**config.mk**
```make
export PLATFORM = sky130hd
export DESIGN_NAME = ogm_div
export DESIGN_NICKNAME = d
export VERILOG_FILES = /design/src/sv/ogm_pkg.sv /design/src/sv/ogm_div.sv
export SDC_FILE = /design/constraint.sdc
export NUM_CORES = 1
export LEC_CHECK = 0
export BUFFER_PORTS_ARGS = -buffer_cell sky130_fd_sc_hd__buf_2
export CAP_MARGIN = 0
export CELL_PAD_IN_SITES_DETAIL_PLACEMENT = 1
export CELL_PAD_IN_SITES_GLOBAL_PLACEMENT = 1
export CORE_MARGIN = 1
export CORE_UTILIZATION = 39
export DETAILED_ROUTE_END_ITERATION = 10
export PLACE_DENSITY_LB_ADDON = 0.1
export SLEW_MARGIN = 20
export SYNTH_ARGS = -nofsm -noshare
export SYNTH_HDL_FRONTEND = slang
export SYNTH_SLANG_ARGS = --single-unit
```
**constraint.sdc**
```tcl
create_clock -name clk_i -period 2.77 [get_ports clk_i]
set_input_delay 0.1385 -clock clk_i [delete_from_list [all_inputs] [get_ports clk_i]]
set_output_delay 0.1385 -clock clk_i [all_outputs]
set_load 0.02 [all_outputs]
```
**src/sv/ogm_pkg.sv**
```systemverilog
// Shared types, field widths and codes of the occupancy grid mapper.
package ogm_pkg;

  // Field widths of the stream items and configuration registers.
  localparam int COORD_W   = 17;
  localparam int CELL_W    = 10;
  localparam int LIMIT_W   = 17;
  localparam int GCFG_W    = 9;
  localparam int ROW_W     = 8;
  localparam int WORDSEL_W = 2;
  localparam int WORD_W    = 64;
  localparam int OP_W      = 2;
  localparam int STATUS_W  = 3;
  localparam int IN_DATA_W  = 64;
  localparam int OUT_DATA_W = 80;

  // Configuration port.
  localparam int CFG_IDX_W  = 2;
  localparam int CFG_DATA_W = 17;

  // Internal widths. Active grid size never exceeds 511, so ten bits hold it.
  localparam int G_W   = 10;
  localparam int DIV_W = 14;
  localparam int NUM_W = 18;
  localparam int DEN_W = 15;
  localparam int QUO_W = 13;
  localparam int POS_W = 16;

  // Reset values of the configuration registers.
  localparam logic [CELL_W-1:0]  CELL_SIZE_RST = 10'd45;
  localparam logic [LIMIT_W-1:0] HEIGHT_RST    = 17'd1000;
  localparam logic [GCFG_W-1:0]  GRID_RST      = 9'd177;

  typedef enum logic [CFG_IDX_W-1:0] {
    CFG_CELL_SIZE = 2'd0,
    CFG_HEIGHT    = 2'd1,
    CFG_GRID      = 2'd2
  } cfg_idx_e;

  typedef enum logic [OP_W-1:0] {
    OP_CLEAR = 2'd0,
    OP_POINT = 2'd1,
    OP_READ  = 2'd2
  } op_e;

  typedef enum logic [STATUS_W-1:0] {
    ST_MARKED  = 3'd0,
    ST_ABOVE   = 3'd1,
    ST_OUTSIDE = 3'd2,
    ST_READ    = 3'd3,
    ST_CLEARED = 3'd4,
    ST_BADREAD = 3'd5
  } status_e;

  // Request and response of the bit-serial divider.
  typedef struct packed {
    logic             start;
    logic [NUM_W-1:0] num;
    logic [DEN_W-1:0] den;
  } div_req_t;

  typedef struct packed {
    logic             done;
    logic [NUM_W-1:0] quo;
  } div_rsp_t;

endpackage

```
**src/sv/ogm_div.sv**
```systemverilog
// Restoring bit-serial unsigned divider, one quotient bit per cycle.
module ogm_div (
  input  logic              clk_i,
  input  logic              rst_ni,
  input  ogm_pkg::div_req_t req_i,
  output ogm_pkg::div_rsp_t rsp_o
);

  import ogm_pkg::*;

  localparam int CNT_W = $clog2(NUM_W + 1);

  logic             run_q, run_d;
  logic             done_q, done_d;
  logic [CNT_W-1:0] cnt_q, cnt_d;
  logic [DEN_W-1:0] rem_q, rem_d;
  logic [DEN_W-1:0] den_q, den_d;
  logic [NUM_W-1:0] nq_q, nq_d;
  logic [DEN_W:0]   shifted;
  logic             fits;

  always_comb begin
    shifted = {rem_q, nq_q[NUM_W-1]};
    fits    = shifted >= {1'b0, den_q};
    run_d   = run_q;
    done_d  = 1'b0;
    cnt_d   = cnt_q;
    rem_d   = rem_q;
    den_d   = den_q;
    nq_d    = nq_q;
    if (req_i.start) begin
      run_d = 1'b1;
      cnt_d = '0;
      rem_d = '0;
      den_d = req_i.den;
      nq_d  = req_i.num;
    end else if (run_q) begin
      // The remainder stays below the divisor, so the difference fits.
      rem_d = fits ? DEN_W'(shifted - {1'b0, den_q}) : shifted[DEN_W-1:0];
      nq_d  = {nq_q[NUM_W-2:0], fits};
      cnt_d = cnt_q + CNT_W'(1);
      if (cnt_q == CNT_W'(NUM_W - 1)) begin
        run_d  = 1'b0;
        done_d = 1'b1;
      end
    end
  end

  always_ff @(posedge clk_i or negedge rst_ni) begin
    if (!rst_ni) begin
      run_q  <= 1'b0;
      done_q <= 1'b0;
      cnt_q  <= '0;
    end else begin
      run_q  <= run_d;
      done_q <= done_d;
      cnt_q  <= cnt_d;
    end
  end

  always_ff @(posedge clk_i) begin
    rem_q <= rem_d;
    den_q <= den_d;
    nq_q  <= nq_d;
  end

  assign rsp_o.done = done_q;
  assign rsp_o.quo  = nq_q;

endmodule

```
==> metrics.yaml <==
hpwl_um: 4741
whs_ns: 0.1140
synth_seq_cells: 55
crit_slowest_cell: "fa_1"
clkTransAtPathRegs_ns: 0.11
drive_gt1_share_pct: 29.64
num-fill-cells: 845
critPathMaxStageDelay_ns: 0.39
drt_wl_total_um: 6438
fp.dieH_um: 89.25
p_leak_nw: 1.511
async_flop_share_pct: 12.73
firstDrtPassIters: 4
antennaDiodeCount: 0
port_buffers: 54
synth_edf_count: 33
preCtsSetupSlack_ns: 0.1530
startpoint_type: "flip-flop"
fmax_ghz: 0.3845
netSwitchingFraction_pct: 35.21
path_class: "reg2reg"
power_switching_mw: 0.9958
worst-r2r-setup-slack_ns: 0.17
fp.dieW_um: 89.25
worstPathMaxFanout: 5
max_slew_margin_pct: 52.19
die_area_sq_mm: 0.007966
power_density_mw_per_mm2: 778.7
rr_startpoint: "nq_q[17]$_DFFE_PP_"
synth_area_leaders: "edfxtp_1, dfxtp_1, mux2_2"
gp_congestion: 0.7279
rows: 31
drt_iter0_drc: 56
crit_cells: 10
syn_nets: 314
required_ns: 3.01
rsz0062_at_grt: "no"
crit_buf_inv: 1
min_period_over_period_pct: 93.89
clkPwrFrac_pct: 19.5
cts_max_level: 2
max_cap_violations: 0
p_int_mw: 1.833
fin_crit_ns: 2.601
clockBufferDepth: 2
cts_setup_buffers: 0
coreArea_sq_mm: 0.007292
seq_power_share_pct: 39.1
cts_buffers: 5
finalSetupViolations: 0
ys_seq_area_share_pct: 49.39
setup_tns_ns: 0
cp_cell_sequence: "inv_1, ha_1, fa_1, nand2b_2, a21oi_2, a41o_2, a21oi_2, o31ai_4, mux2_2, a211oi_2"
syn2layout_area_growth_pct: 22.33
worstSkewPairLatency_ns: 0.32
rr_worst_depth: 10
track_usage_pct: 17.71
grt_overflow: 0
hold_path.class: "in2reg"
postSynthCellCount: 260
fin_ws_ns: 0.1694
setup.worst_path.start: "nq_q[17]$_DFFE_PP_"
wl_per_cell_um: 14.87
final_nets: 387
clock-sinks: 55
avgViaCountPerCell: 5.021
vias: 2174
initial_core_util_pct: 40.72
worst_pin_slew_ns: 0.7164
path_delay_family: "compound AO/OA/AOI/OAI gates"
grt_pass1_wl_um: 10680
syn_area_per_cell_sq_um: 11.42
outcome: "finished clean"
drt_drc_violations_left: 0
yosysTopAreaCellShare_pct: 33.38
hold_viol: 0
crit_top_cell: "a21oi_2"
grt_max_degree: 35
io_pins: 55
cp-end-kind: "flip-flop"
synthFlopType: "edfxtp_1"
cts_tree: "done"
post_cts_resized: 0
r2r-end: "rem_q[0]$_SDFFE_PP0P_"
grt_pass1_vias: 2241
pwr-share-comb_pct: 41.4
ir_drop_mv: 0.2923
crit_end: "rem_q[0]$_SDFFE_PP0P_"
fin_skew_ns: 0.01224
yosys_warnings: 0
finalMaxSlewViolations: 0
antenna_found_initial: 0
arrival_ns: 2.84
cts_root_buf: "clkbuf_8"
netlist_area_sq_mm: 0.002969
ys_types: 43
synth_area_leader_cell: "edfxtp_1"
drtAntennaViolNets: 0
how the worst min path moves through the flow:
stage | to | slack (ns) | start | cells after the start
3_3_place_gp | done_q$_DFF_PN0_ | -0.02 | rst_ni | 1
5_1_grt | nq_q[9]$_DFFE_PP_ | 0.1 | req_i[24] | 2
2_1_floorplan | cnt_q[0]$_DFFE_PN0P_ | -0.16 | rst_ni | 0
4_1_cts | nq_q[1]$_DFFE_PP_ | 0.1 | req_i[16] | 2
3_5_place_dp | run_q$_DFF_PN0_ | -0.02 | rst_ni | 1
6_report | nq_q[13]$_DFFE_PP_ | 0.11 | req_i[28] | 2
timing repair:
item	CTS	global route
hold buffers	16	0
hold endpoints to repair	22	0
endpoints found under the setup margin	0	10
metrics by stage:
step	power (mW)	utilization, %	instance area (sq um)	cells
6_report	2.828	49.81	3632	433
5_1_grt	3.023	49.81	3632	433
4_1_cts	2.869	49.81	3632	433
3_5_place_dp	2.283	46.09	3361	409
3_3_place_gp	2.264	46.09	3361	409
2_1_floorplan	1.993	-	2969	260
placed cells by master (no fill, tap or decap), drive strengths merged, types with 7 or more instances in the layout:
master	instances
buf	61
edfxtp	33
nor2	26
mux2	20
inv	19
nand2	17
ha	17
dlygate4sd3	16
dfxtp	15
a211oi	14
mux2i	12
a21oi	12
o21ai	12
xnor2	8
xor2	7
dfrtp	7
layer usage:
| layer | global-route usage (%) | vias up | part of all wire (%) |
|---|---|---|---|
| li1 | - | 1082 | - |
| met1 | 23.89 | 1053 | 50 |
| met2 | 29.22 | 34 | 47 |
| met3 | 3.601 | 5 | 2.8 |
| met4 | 4.329 | 0 | 1.1 |
| met5 | 0 | - | 0 |
power groups by stage:
stage          logic [mW]  registers, mW  clock network (mW)
5_1_grt              1.30           1.13               0.596
4_1_cts              1.18           1.11               0.575
3_3_place_gp         1.14           1.12                   0
3_5_place_dp         1.16           1.12                   0
6_report             1.17           1.11               0.550
2_1_floorplan       0.848           1.14                   0
area by class of cell:
cell class / instances / area (sq um) / area share (%)
well taps: 99 / 123.9 / 3.410
clock inverters: 3 / 42.54 / 1.171
flip-flops and latches: 55 / 1466 / 40.37
inverters: 18 / 67.56 / 1.860
clock buffers: 5 / 68.82 / 1.895
repair buffers: 77 / 483.0 / 13.30
multi-input cells: 176 / 1380 / 38.00
synth_stat cells, drive strengths merged (2+ instances only):
cell     number
nand2b        4
o21a          4
o21ai        12
a21o          3
xnor2         8
dfxtp        15
mux2i        12
clkbuf        6
dfrtp         7
edfxtp       33
nand2        17
a211oi       14
nand3         2
buf           5
mux2         20
nand4         5
a2111oi       3
nor2         26
inv          18
a21oi        12
ha           17
xor2          7
o21bai        2
registers in the layout, summed over array words and instances (netlist names):
signal	flops
nq_q	18
den_q	15
rem_q	15
cnt_q	5
done_q	1
run_q	1
cell families after synthesis:
family / Yosys count / synth area share (%)
buffers and inverters: 29 / 4.130
muxes: 32 / 11.63
adders and majority gates: 18 / 7.838
AOI/OAI and AO/OA: 56 / 14.12
and+or+nand+nor: 55 / 8.471
DFF: 55 / 49.39
xor gates and xnor gates: 15 / 4.425
Note: power is estimated with default switching activity, not from simulation.
